[src/kbsc_pkg.sv]
package kbsc_pkg;

    localparam int unsigned SCAN_W = 8;
    localparam int unsigned CHAR_W = 7;
    localparam int unsigned KIND_W = 2;
    localparam int unsigned TERM_W = 2;
    localparam int unsigned IDX_W  = 6;

    // stream payload widths, padded to whole bytes
    localparam int unsigned S_TDATA_W = 8;
    localparam int unsigned M_TDATA_W = 16;

    // first code that is not in the character tables
    localparam logic [SCAN_W-1:0] MAP_SIZE = 8'd59;

    // scan code set 1 codes
    localparam logic [SCAN_W-1:0] SC_CAPS      = 8'h3A;
    localparam logic [SCAN_W-1:0] SC_LCTRL_DN  = 8'h1D;
    localparam logic [SCAN_W-1:0] SC_LCTRL_UP  = 8'h9D;
    localparam logic [SCAN_W-1:0] SC_LALT_DN   = 8'h38;
    localparam logic [SCAN_W-1:0] SC_LALT_UP   = 8'hB8;
    localparam logic [SCAN_W-1:0] SC_LSHIFT_DN = 8'h2A;
    localparam logic [SCAN_W-1:0] SC_LSHIFT_UP = 8'hAA;
    localparam logic [SCAN_W-1:0] SC_RSHIFT_DN = 8'h36;
    localparam logic [SCAN_W-1:0] SC_RSHIFT_UP = 8'hB6;
    localparam logic [SCAN_W-1:0] SC_F1        = 8'h3B;
    localparam logic [SCAN_W-1:0] SC_F2        = 8'h3C;
    localparam logic [SCAN_W-1:0] SC_F3        = 8'h3D;

    // event kinds
    localparam logic [KIND_W-1:0] EV_CHAR  = 2'd0;
    localparam logic [KIND_W-1:0] EV_CLEAR = 2'd1;
    localparam logic [KIND_W-1:0] EV_INTR  = 2'd2;
    localparam logic [KIND_W-1:0] EV_TERM  = 2'd3;

    // terminal numbers
    localparam logic [TERM_W-1:0] TERM_0 = 2'd0;
    localparam logic [TERM_W-1:0] TERM_1 = 2'd1;
    localparam logic [TERM_W-1:0] TERM_2 = 2'd2;

    // ascii constants used by the decoder
    localparam logic [CHAR_W-1:0] CHAR_L     = 7'h6C;
    localparam logic [CHAR_W-1:0] CHAR_C     = 7'h63;
    localparam logic [CHAR_W-1:0] CHAR_LO_A  = 7'h61;
    localparam logic [CHAR_W-1:0] CHAR_LO_Z  = 7'h7A;
    localparam logic [CHAR_W-1:0] CHAR_UP_A  = 7'h41;
    localparam logic [CHAR_W-1:0] CHAR_UP_Z  = 7'h5A;
    localparam logic [CHAR_W-1:0] CASE_BIT   = 7'h20;

    typedef struct packed {
        logic shift_held;
        logic caps_on;
        logic ctrl_held;
        logic alt_held;
    } flags_t;

    typedef struct packed {
        logic [KIND_W-1:0] event_kind;
        logic [CHAR_W-1:0] char_code;
        logic [TERM_W-1:0] terminal_number;
    } event_t;

    // unshifted layout
    function automatic logic [CHAR_W-1:0] plain_char(input logic [IDX_W-1:0] idx);
        logic [CHAR_W-1:0] c;
        c = '0;
        case (idx)
            6'd2:  c = 7'h31;
            6'd3:  c = 7'h32;
            6'd4:  c = 7'h33;
            6'd5:  c = 7'h34;
            6'd6:  c = 7'h35;
            6'd7:  c = 7'h36;
            6'd8:  c = 7'h37;
            6'd9:  c = 7'h38;
            6'd10: c = 7'h39;
            6'd11: c = 7'h30;
            6'd12: c = 7'h2D;
            6'd13: c = 7'h3D;
            6'd14: c = 7'h08;
            6'd16: c = 7'h71;
            6'd17: c = 7'h77;
            6'd18: c = 7'h65;
            6'd19: c = 7'h72;
            6'd20: c = 7'h74;
            6'd21: c = 7'h79;
            6'd22: c = 7'h75;
            6'd23: c = 7'h69;
            6'd24: c = 7'h6F;
            6'd25: c = 7'h70;
            6'd26: c = 7'h5B;
            6'd27: c = 7'h5D;
            6'd28: c = 7'h0A;
            6'd30: c = 7'h61;
            6'd31: c = 7'h73;
            6'd32: c = 7'h64;
            6'd33: c = 7'h66;
            6'd34: c = 7'h67;
            6'd35: c = 7'h68;
            6'd36: c = 7'h6A;
            6'd37: c = 7'h6B;
            6'd38: c = 7'h6C;
            6'd39: c = 7'h3B;
            6'd40: c = 7'h27;
            6'd41: c = 7'h60;
            6'd43: c = 7'h5C;
            6'd44: c = 7'h7A;
            6'd45: c = 7'h78;
            6'd46: c = 7'h63;
            6'd47: c = 7'h76;
            6'd48: c = 7'h62;
            6'd49: c = 7'h6E;
            6'd50: c = 7'h6D;
            6'd51: c = 7'h2C;
            6'd52: c = 7'h2E;
            6'd53: c = 7'h2F;
            6'd57: c = 7'h20;
            default: c = '0;
        endcase
        return c;
    endfunction

    // shifted layout
    function automatic logic [CHAR_W-1:0] shift_char(input logic [IDX_W-1:0] idx);
        logic [CHAR_W-1:0] c;
        c = '0;
        case (idx)
            6'd2:  c = 7'h21;
            6'd3:  c = 7'h40;
            6'd4:  c = 7'h23;
            6'd5:  c = 7'h24;
            6'd6:  c = 7'h25;
            6'd7:  c = 7'h5E;
            6'd8:  c = 7'h26;
            6'd9:  c = 7'h2A;
            6'd10: c = 7'h28;
            6'd11: c = 7'h29;
            6'd12: c = 7'h5F;
            6'd13: c = 7'h2B;
            6'd14: c = 7'h08;
            6'd16: c = 7'h51;
            6'd17: c = 7'h57;
            6'd18: c = 7'h45;
            6'd19: c = 7'h52;
            6'd20: c = 7'h54;
            6'd21: c = 7'h59;
            6'd22: c = 7'h55;
            6'd23: c = 7'h49;
            6'd24: c = 7'h4F;
            6'd25: c = 7'h50;
            6'd26: c = 7'h7B;
            6'd27: c = 7'h7D;
            6'd28: c = 7'h0A;
            6'd30: c = 7'h41;
            6'd31: c = 7'h53;
            6'd32: c = 7'h44;
            6'd33: c = 7'h46;
            6'd34: c = 7'h47;
            6'd35: c = 7'h48;
            6'd36: c = 7'h4A;
            6'd37: c = 7'h4B;
            6'd38: c = 7'h4C;
            6'd39: c = 7'h3A;
            6'd40: c = 7'h22;
            6'd41: c = 7'h7E;
            6'd43: c = 7'h7C;
            6'd44: c = 7'h5A;
            6'd45: c = 7'h58;
            6'd46: c = 7'h43;
            6'd47: c = 7'h56;
            6'd48: c = 7'h42;
            6'd49: c = 7'h4E;
            6'd50: c = 7'h4D;
            6'd51: c = 7'h3C;
            6'd52: c = 7'h3E;
            6'd53: c = 7'h3F;
            6'd57: c = 7'h20;
            default: c = '0;
        endcase
        return c;
    endfunction

endpackage

[src/kbsc_decode.sv]
module kbsc_decode
(
    input  logic [kbsc_pkg::SCAN_W-1:0] scan_byte,
    input  kbsc_pkg::flags_t            flags,
    output kbsc_pkg::flags_t            flags_next,
    output logic                        has_event,
    output kbsc_pkg::event_t            ev
);

    logic                          is_press;
    logic [kbsc_pkg::IDX_W-1:0]    idx;
    logic [kbsc_pkg::CHAR_W-1:0]   plain_c;
    logic [kbsc_pkg::CHAR_W-1:0]   mapped_c;
    logic [kbsc_pkg::CHAR_W-1:0]   final_c;
    logic                          is_letter;

    // modifier flag update
    always_comb
    begin
        flags_next = flags;
        is_press   = 1'b0;
        unique case (scan_byte)
            kbsc_pkg::SC_CAPS:
            begin
                flags_next.caps_on = ~flags.caps_on;
                is_press           = 1'b1;
            end
            kbsc_pkg::SC_LCTRL_DN:
            begin
                flags_next.ctrl_held = 1'b1;
                is_press             = 1'b1;
            end
            kbsc_pkg::SC_LALT_DN:
            begin
                flags_next.alt_held = 1'b1;
                is_press            = 1'b1;
            end
            kbsc_pkg::SC_LSHIFT_DN, kbsc_pkg::SC_RSHIFT_DN:
            begin
                flags_next.shift_held = 1'b1;
                is_press              = 1'b1;
            end
            kbsc_pkg::SC_LCTRL_UP:  flags_next.ctrl_held  = 1'b0;
            kbsc_pkg::SC_LALT_UP:   flags_next.alt_held   = 1'b0;
            kbsc_pkg::SC_LSHIFT_UP, kbsc_pkg::SC_RSHIFT_UP:
                flags_next.shift_held = 1'b0;
            default: ;
        endcase
    end

    // table lookup and case swap
    assign idx      = scan_byte[kbsc_pkg::IDX_W-1:0];
    assign plain_c  = kbsc_pkg::plain_char(idx);
    assign mapped_c = flags.shift_held ? kbsc_pkg::shift_char(idx) : plain_c;
    assign is_letter = ((mapped_c >= kbsc_pkg::CHAR_LO_A) && (mapped_c <= kbsc_pkg::CHAR_LO_Z))
                    || ((mapped_c >= kbsc_pkg::CHAR_UP_A) && (mapped_c <= kbsc_pkg::CHAR_UP_Z));
    assign final_c  = (flags.caps_on && is_letter) ? (mapped_c ^ kbsc_pkg::CASE_BIT) : mapped_c;

    always_comb
    begin
        has_event           = 1'b0;
        ev.event_kind       = kbsc_pkg::EV_CHAR;
        ev.char_code        = '0;
        ev.terminal_number  = kbsc_pkg::TERM_0;
        if (!is_press)
        begin
            if (flags_next.alt_held)
            begin
                ev.event_kind = kbsc_pkg::EV_TERM;
                unique case (scan_byte)
                    kbsc_pkg::SC_F1: has_event = 1'b1;
                    kbsc_pkg::SC_F2:
                    begin
                        has_event          = 1'b1;
                        ev.terminal_number = kbsc_pkg::TERM_1;
                    end
                    kbsc_pkg::SC_F3:
                    begin
                        has_event          = 1'b1;
                        ev.terminal_number = kbsc_pkg::TERM_2;
                    end
                    default: has_event = 1'b0;
                endcase
            end
            else if (scan_byte < kbsc_pkg::MAP_SIZE)
            begin
                // ctrl shortcuts only inside the table
                if (flags.ctrl_held && (plain_c == kbsc_pkg::CHAR_L))
                begin
                    has_event     = 1'b1;
                    ev.event_kind = kbsc_pkg::EV_CLEAR;
                end
                else if (flags.ctrl_held && (plain_c == kbsc_pkg::CHAR_C))
                begin
                    has_event     = 1'b1;
                    ev.event_kind = kbsc_pkg::EV_INTR;
                end
                else
                begin
                    has_event    = (final_c != '0);
                    ev.char_code = final_c;
                end
            end
        end
    end

endmodule

[src/keyboard_scancode_to_ascii.sv]
// keyboard_scancode_to_ascii
// turns raw ps/2 scan code set 1 bytes into keyboard events
//
// input stream: one scan byte per beat on s_tdata[7:0]
// output stream: one event per beat; m_tuser carries the event kind
//   (character, clear screen, interrupt, terminal switch), m_tdata the
//   character code and the terminal number
// modifier presses, releases, swallowed keys and unmapped codes give no beat
//
// a byte taken into the input register is decoded into the result register once
//   that register has room, and its event beat is then offered on the output
// throughput: one byte per cycle while the output is not stalled, set by the
//   single decode stage between the input register and the result register
// a stalled output beat holds, and so does the byte in the input register;
//   s_tready drops once that register is full and resumes as the result
//   register frees up
// reset clears the shift, ctrl, alt and caps lock flags and empties both
//   registers
module keyboard_scancode_to_ascii
(
    input  logic                              clk,
    input  logic                              rst_n,
    // scan_byte [7:0]
    input  logic [kbsc_pkg::S_TDATA_W-1:0]    s_tdata,
    input  logic                              s_tvalid,
    output logic                              s_tready,
    // char_code [6:0], terminal_number [8:7], zero pad [15:9]
    output logic [kbsc_pkg::M_TDATA_W-1:0]    m_tdata,
    // event_kind [1:0]
    output logic [kbsc_pkg::KIND_W-1:0]       m_tuser,
    output logic                              m_tvalid,
    input  logic                              m_tready
);

    // input register
    logic                            in_valid_reg;
    logic                            in_valid_next;
    logic [kbsc_pkg::SCAN_W-1:0]     in_byte_reg;

    // keyboard state
    kbsc_pkg::flags_t                flags_reg;
    kbsc_pkg::flags_t                flags_next;

    // result register
    logic                            out_valid_reg;
    logic                            out_valid_next;
    kbsc_pkg::event_t                out_event_reg;

    logic                            has_event;
    kbsc_pkg::event_t                dec_event;
    logic                            out_free;
    logic                            process;

    kbsc_decode u_decode
    (
        .scan_byte  (in_byte_reg),
        .flags      (flags_reg),
        .flags_next (flags_next),
        .has_event  (has_event),
        .ev         (dec_event)
    );

    // the held byte is decoded once the result register has room
    assign out_free = !out_valid_reg || m_tready;
    assign process  = in_valid_reg && out_free;
    assign s_tready = !in_valid_reg || process;

    always_comb
    begin
        in_valid_next = in_valid_reg;
        if (s_tready)
        begin
            in_valid_next = s_tvalid;
        end
        out_valid_next = out_valid_reg;
        if (out_free)
        begin
            out_valid_next = process && has_event;
        end
    end

    always_ff @(posedge clk or negedge rst_n)
    begin
        if (!rst_n)
        begin
            in_valid_reg  <= 1'b0;
            out_valid_reg <= 1'b0;
            flags_reg     <= '0;
        end
        else
        begin
            in_valid_reg  <= in_valid_next;
            out_valid_reg <= out_valid_next;
            if (process)
            begin
                flags_reg <= flags_next;
            end
        end
    end

    always_ff @(posedge clk)
    begin
        if (s_tready && s_tvalid)
        begin
            in_byte_reg <= s_tdata[kbsc_pkg::SCAN_W-1:0];
        end
        if (process && has_event)
        begin
            out_event_reg <= dec_event;
        end
    end

    assign m_tvalid = out_valid_reg;
    assign m_tuser  = out_event_reg.event_kind;
    assign m_tdata  = {{(kbsc_pkg::M_TDATA_W - kbsc_pkg::CHAR_W - kbsc_pkg::TERM_W){1'b0}},
                       out_event_reg.terminal_number, out_event_reg.char_code};

endmodule

[config.mk]
export PLATFORM = sky130hd
export DESIGN_NAME = keyboard_scancode_to_ascii
export DESIGN_NICKNAME = d
export VERILOG_FILES = /design/src/kbsc_pkg.sv /design/src/kbsc_decode.sv /design/src/keyboard_scancode_to_ascii.sv
export SDC_FILE = /design/constraint.sdc
export NUM_CORES = 1
export LEC_CHECK = 0
export ABC_AREA = 1
export CORE_MARGIN = 5
export CORE_UTILIZATION = 42
export DETAILED_ROUTE_END_ITERATION = 10
export DONT_BUFFER_PORTS = 1
export HOLD_SLACK_MARGIN = 0.05
export SYNTH_ARGS = -nofsm -noshare
export SYNTH_HDL_FRONTEND = slang
export SYNTH_SLANG_ARGS = --single-unit
[constraint.sdc]
create_clock -name clk -period 1.8 [get_ports clk]
set_input_delay 0.18 -clock clk [delete_from_list [all_inputs] [get_ports clk]]
set_output_delay 0.18 -clock clk [all_outputs]
set_load 0.02 [all_outputs]
==> results of run 1 <==
==> logic make-up (layout without fill, tap and decap cells) <==
| family | after synthesis | after routing | synth area share |
|---|---|---|---|
| other | 1 | 7 | 0.00130 |
| adders and majority gates | 11 | 11 | 0.0478 |
| DFF | 39 | 39 | 0.347 |
| AOI/OAI and AO/OA | 56 | 57 | 0.127 |
| xor gates and xnor gates | 1 | 1 | 0.00304 |
| buffers and inverters | 59 | 158 | 0.106 |
| and+or+nand+nor | 236 | 238 | 0.367 |
==> Yosys cell counts, drive strengths merged <==
| master | instances |
|---|---|
| nand2 | 142 |
| inv | 43 |
| nor2 | 41 |
| o21ai | 33 |
| nand3 | 30 |
| edfxtp | 19 |
| a21oi | 15 |
| buf | 15 |
| dfxtp | 14 |
| ha | 11 |
| nor3 | 11 |
| nand4 | 9 |
| dfrtp | 6 |
| a31oi | 5 |
| or2 | 2 |
| and2 | 1 |
| clkbuf | 1 |
| conb | 1 |
| o2111ai | 1 |
| o211ai | 1 |
| o21a | 1 |
| xor2 | 1 |
==> layout make-up <==
class                   count  area [µm²]
flip-flops and latches     39        1000
repair buffers            106         908
inverters                  43         179
well taps                  80         100
multi-input cells         314        2100
fillers                   545        2340
clock buffers               5        68.8
clock inverters             3        18.8
repair inverters            1        7.51
==> worst paths after layout <==
check | startpoint | end | slack [ns] | cells after the start
worst max register to register | m_tvalid | flip-flop | -0.08 | 10
worst min register to register | flags_reg[2] | flags_reg[2] | 0.48 | 1
max in group asynchronous | rst_n | m_tvalid | 1.39 | 1
worst min-delay path | m_tready | m_tvalid | 0.06 | 3
min in group asynchronous | rst_n | flags_reg[3] | 0.19 | 1
worst max-delay path | m_tvalid | flip-flop | -0.08 | 10
==> critical path: cells and delay by family (launching register included) <==
| family | cells | cell delay, ns |
|---|---|---|
| flip-flops | 1 | 0.43 |
| adder cells (fa/ha/maj) | 1 | 0.19 |
| buffers and inverters | 2 | 0.32 |
| AO/OA/AOI/OAI | 2 | 0.40 |
| AND/OR/NAND/NOR | 5 | 0.42 |
==> layer usage <==
layer	vias to the layer above	global-route usage	routed length, µm
met5	-	0	0
met4	0	0.0684	270
met3	26	0.0252	493
met2	117	0.332	4530
met1	1429	0.261	3900
li1	1522	-	-
==> timing repair <==
action	CTS	global route
gates resized for setup	44	89
gates cloned	2	2
pin swaps	16	48
setup endpoints to repair	36	37
buffers inserted	11	22
endpoints found under the hold margin	14	0
hold buffers	9	0
==> power breakdown <==
| group | switching (mW) | internal (mW) | total (mW) |
|---|---|---|---|
| Sequential | 0.0693 | 1.04 | 1.11 |
| Clock | 0.310 | 0.271 | 0.581 |
| Combinational | 0.745 | 0.565 | 1.31 |
| Total | 1.12 | 1.88 | 3.00 |
==> metrics by stage <==
step	area, µm²	power, mW	instances
floorplan	3000	1.76	409
global placement	3450	2.08	537
detailed placement	3450	2.08	537
CTS	3860	2.77	567
global route	4380	3.19	591
finish	4380	3.00	591
==> results.sh, run 1 <==
export IMPL_cp_end_kind="flip-flop"
export IMPL_crit_type="flip-flop to flip-flop"
export IMPL_place_hpwl_mm=6.22
export IMPL_leakage_nw=1.99
export IMPL_clock_skew_ns=0.00295
export IMPL_grt_util_all_layers=0.198
export IMPL_antenna_found_initial=0
export IMPL_violations="setup timing"
export IMPL_grt_pass1_vias=2879
export IMPL_vias=3094
export IMPL_hold_violations=0
export IMPL_pre_cts_slack_ns=-0.165
export IMPL_hold_class="input port to flip-flop"
export IMPL_vias_per_cell=5.24
export IMPL_dieWidth_um=92.8
export IMPL_wl_per_cell_um=15.6
export IMPL_io_buffer_count=0
export IMPL_yosysWarnings=0
export IMPL_yosys_top_cells_area="edfxtp_1 (20%), nand2_1 (18%), dfxtp_1 (9.7%), dfrtp_1 (5.2%), inv_1 (5.0%)"
export IMPL_core_area_um2=6720
export IMPL_final_util=0.652
export IMPL_critPathSlowestCell="dfrtp_2"
export IMPL_syn_area_per_cell_um2=7.15
export IMPL_most_common_layout_cells="nand2_1 (88), buf_4 (81), nand2_2 (44), inv_1 (32), nor2_1 (26)"
export IMPL_max_stage_delay_ns=0.43
export IMPL_htree_levels=2
export IMPL_finalSetupTns_ns=-0.490
export IMPL_final_nets=533
export IMPL_fin_crit_ns=1.88
export IMPL_drt_iter0_markers=189
export IMPL_clkTransAtPathRegs_ns=0.08
export IMPL_ant_nets=0
export IMPL_finalWeightedCongestion=0.938
export IMPL_dieArea_um2=8620
export IMPL_grt_max_degree=14
export IMPL_drc=0
export IMPL_outcome="finished, violations left"
export IMPL_hold_slack_ns=0.0645
export IMPL_fmax_mhz=531
export IMPL_setup_viol=15
export IMPL_synth_area_um2=2880
export IMPL_netlist_cell_type_count=39
export IMPL_syn_inst=403
export IMPL_clkLatencyLatePin_ns=0.29
export IMPL_start_kind="flip-flop"
export IMPL_yosys_area_top_type="edfxtp_1"
export IMPL_fp_dieH_um=92.8
export IMPL_clock_sinks=39
export IMPL_cts_tree="yes"
export IMPL_worstPathMaxFanout=8
export IMPL_vdd_drop_max_uv=392
export IMPL_layout_commonest_cell="nand2_1"
export IMPL_yosysSeqAreaShare=0.347
export IMPL_rsz0062_at_grt="yes"
export IMPL_cap_violations=0
export IMPL_timing_final_ws_setup_ns=-0.0815
export IMPL_cts_buffer_depth=2
export IMPL_overflow=0
export IMPL_start_util=0.429
export IMPL_area_delta_synth_final_pct=52.0
export IMPL_drv_slew=0
export IMPL_antenna_cells=0
export IMPL_finalWirelength_mm=9.19
export IMPL_synth_seq_cells=39
export IMPL_grt_pass1_wl_mm=13.6
export IMPL_synth_top_area_share=0.198
export IMPL_crit_chain="nand3_4 > nand2_8 > buf_12 > nand2_4 > o21ai_4 > buf_6 > ha_1 > nand2_1 > nand2_1 > o211ai_1"
export IMPL_detail_route_first_pass_iterations=4
export IMPL_cts_buffers=5
export IMPL_critical_path_arrival_ns=2.06
export IMPL_io_pin_count=32
export IMPL_required_ns=1.98
export IMPL_drive_gt1_frac=0.470
export IMPL_crit_top_cell="nand2_1"
export IMPL_row_count=30
export IMPL_power_density_nw_per_um2=686
export IMPL_cts_root_buf="clkbuf_8"
export IMPL_min_period_over_period=1.05
Power figures use the tool's default switching activity.
==> run 2, diff against run 1 <==
Settings changed: CORE_UTILIZATION 42 to 35, CTS_CLUSTER_SIZE set to 14.
Clock period 1.8 ns to 2 ns, I/O delays scaled along.
==> run 2 against run 1 <==
Effect of this change: the run now ends clean; worst hold slack better by 0.029 ns; global-route usage is 4.7 points lower; clock skew is 0.0070 ns higher; sequential share of layout area is 5.1 points higher; critical path depth is 3 higher; count of clock-buffer cells in the layout is 3 higher.
==> results.sh, run 2 (synthesis gave the netlist of run 1 again) <==
export IMPL_outcome="finished, final reports clean"
export IMPL_pre_cts_slack_ns=0.0148
export IMPL_grt_util_all_layers=0.151
export IMPL_start_kind="flip-flop"
export IMPL_drt_iter0_markers=143
export IMPL_hold_depth=3
export IMPL_drc=0
export IMPL_ff2ff_path_depth=13
export IMPL_worst_r2r_setup_slack_ns=0.07
export IMPL_postPlaceCellArea_um2=3150
export IMPL_switching_share=0.348
export IMPL_rsz0062_at_grt="yes"
export IMPL_place_hpwl_mm=5.83
export IMPL_core_area_um2=8130
export IMPL_cts_tree="yes"
export IMPL_fillers=816
export IMPL_clkLatencyLatePin_ns=0.29
export IMPL_clkPwrFrac=0.236
export IMPL_comb_power_share=0.351
export IMPL_crit_type="flip-flop to flip-flop"
export IMPL_design_area_um2=3580
export IMPL_row_count=33
export IMPL_required_ns=2.22
export IMPL_finalWirelength_mm=7.75
export IMPL_power_density_nw_per_um2=679
export IMPL_dp_cells=528
export IMPL_grt_max_degree=20
export IMPL_critical_path_arrival_ns=2.14
export IMPL_most_common_layout_cells="nand2_1 (122), buf_4 (42), inv_1 (35), nor2_1 (34), nand3_1 (27)"
export IMPL_hold_violations=0
export IMPL_drive_gt1_frac=0.249
export IMPL_antenna_found_initial=0
export IMPL_wl_per_cell_um=13.8
export IMPL_leakage_nw=1.65
export IMPL_io_pin_count=32
export IMPL_worstReg2RegStart="m_tvalid"
export IMPL_overflow=0
export IMPL_cap_violations=0
export IMPL_hold_end="m_tvalid"
export IMPL_fp_dieH_um=101
export IMPL_final_nets=480
export IMPL_worstPathMaxFanout=6
export IMPL_hold_class="input port to flip-flop"
export IMPL_min_period_over_period=0.963
export IMPL_finalSetupTns_ns=0
export IMPL_dieWidth_um=101
export IMPL_power_switching_mw=0.847
export IMPL_cts_buffers=5
export IMPL_setup_viol=0
export IMPL_area_delta_synth_final_pct=24.4
export IMPL_fmax_mhz=519
export IMPL_hold_slack_ns=0.0939
export IMPL_timing_final_ws_setup_ns=0.0735
export IMPL_drv_slew=0
export IMPL_seq_area_um2=1000
export IMPL_dieArea_um2=10100
export IMPL_htree_levels=2
export IMPL_vias_per_cell=4.99
export IMPL_grt_pass1_vias=2571
export IMPL_multiInputGateArea_um2=1700
export IMPL_cts_root_buf="clkbuf_8"
export IMPL_cts_buffer_depth=2
export IMPL_antenna_cells=0
export IMPL_hold_start="m_tready"
export IMPL_intPower_mw=1.59
export IMPL_pwr_share_seq=0.413
export IMPL_io_buffer_count=0
export IMPL_stdcell_count=563
export IMPL_grt_pass1_wl_mm=12.4
export IMPL_clkTransAtPathRegs_ns=0.08
export IMPL_finalWeightedCongestion=0.951
export IMPL_cp_end_kind="flip-flop"
export IMPL_fin_crit_ns=1.93
export IMPL_vdd_drop_max_uv=265
export IMPL_ant_nets=0
export IMPL_detail_route_first_pass_iterations=5
export IMPL_layout_commonest_cell="nand2_1"
export IMPL_start_util=0.354
export IMPL_vias=2809
export IMPL_clock_skew_ns=0.00994
export IMPL_clock_sinks=39
==> run 2: metal layers <==
layer  vias up  GRT usage  share of wire
met4         0     0.0446          0.019
met3        14     0.0256          0.058
li1       1408          -              -
met1      1275      0.208           0.46
met2       112      0.243           0.46
met5         -          0              0
==> run 2: final cells by class <==
cell class / instances / area share
Timing Repair Buffer: 56 / 0.134
Tap cell: 105 / 0.0367
Clock buffer: 8 / 0.0279
Sequential cell: 39 / 0.280
Inverter: 43 / 0.0464
Multi-Input combinational cell: 312 / 0.476
==> run 2: critical path, stage by stage (launching register included) <==
cell,delay [ns]
dfrtp_2,0.43
nand3_4,0.14
nand2_8,0.08
inv_2,0.10
nand2_1,0.07
nand2_2,0.13
buf_4,0.17
ha_1,0.17
inv_1,0.06
a21oi_1,0.20
nor2_1,0.07
nand3_1,0.08
nand2_1,0.06
nor2_1,0.10
==> run 2: worst max-delay path by stage <==
stage	from	endpoint	slack, ns
2_1_floorplan	m_tvalid	u_decode.plain_c[2]	0.008
3_3_place_gp	in_byte_reg[0]	m_tdata[5]	0.02
3_5_place_dp	in_byte_reg[0]	m_tdata[6]	0.01
4_1_cts	in_byte_reg[0]	m_tdata[6]	0.001
5_1_grt	in_byte_reg[0]	m_tdata[7]	-0.03
6_report	m_tvalid	flip-flop	0.07
==> run 2: timing repair <==
item | in CTS | in global routing
endpoints found under the setup margin | 0 | 36
hold buffers | 9 | 0
buffers inserted | 0 | 17
endpoints found under the hold margin | 14 | 0
resized for setup | 0 | 35
==> run 2: power by group through the flow <==
stage / Clock, mW / Combinational (mW) / Sequential [mW]
after global routing: 0.622 / 0.951 / 1.01
after floorplan: 0 / 0.550 / 1.00
after detailed placement: 0 / 0.738 / 1.02
final: 0.573 / 0.855 / 1.00
after global placement: 0 / 0.743 / 1.02
after CTS: 0.584 / 0.758 / 1.00
==> run 2: per-stage QoR <==
stage	power, mW	utilization
6_report	2.43	0.441
4_1_cts	2.34	0.411
3_3_place_gp	1.76	0.387
3_5_place_dp	1.76	0.387
2_1_floorplan	1.55	-
5_1_grt	2.59	0.441
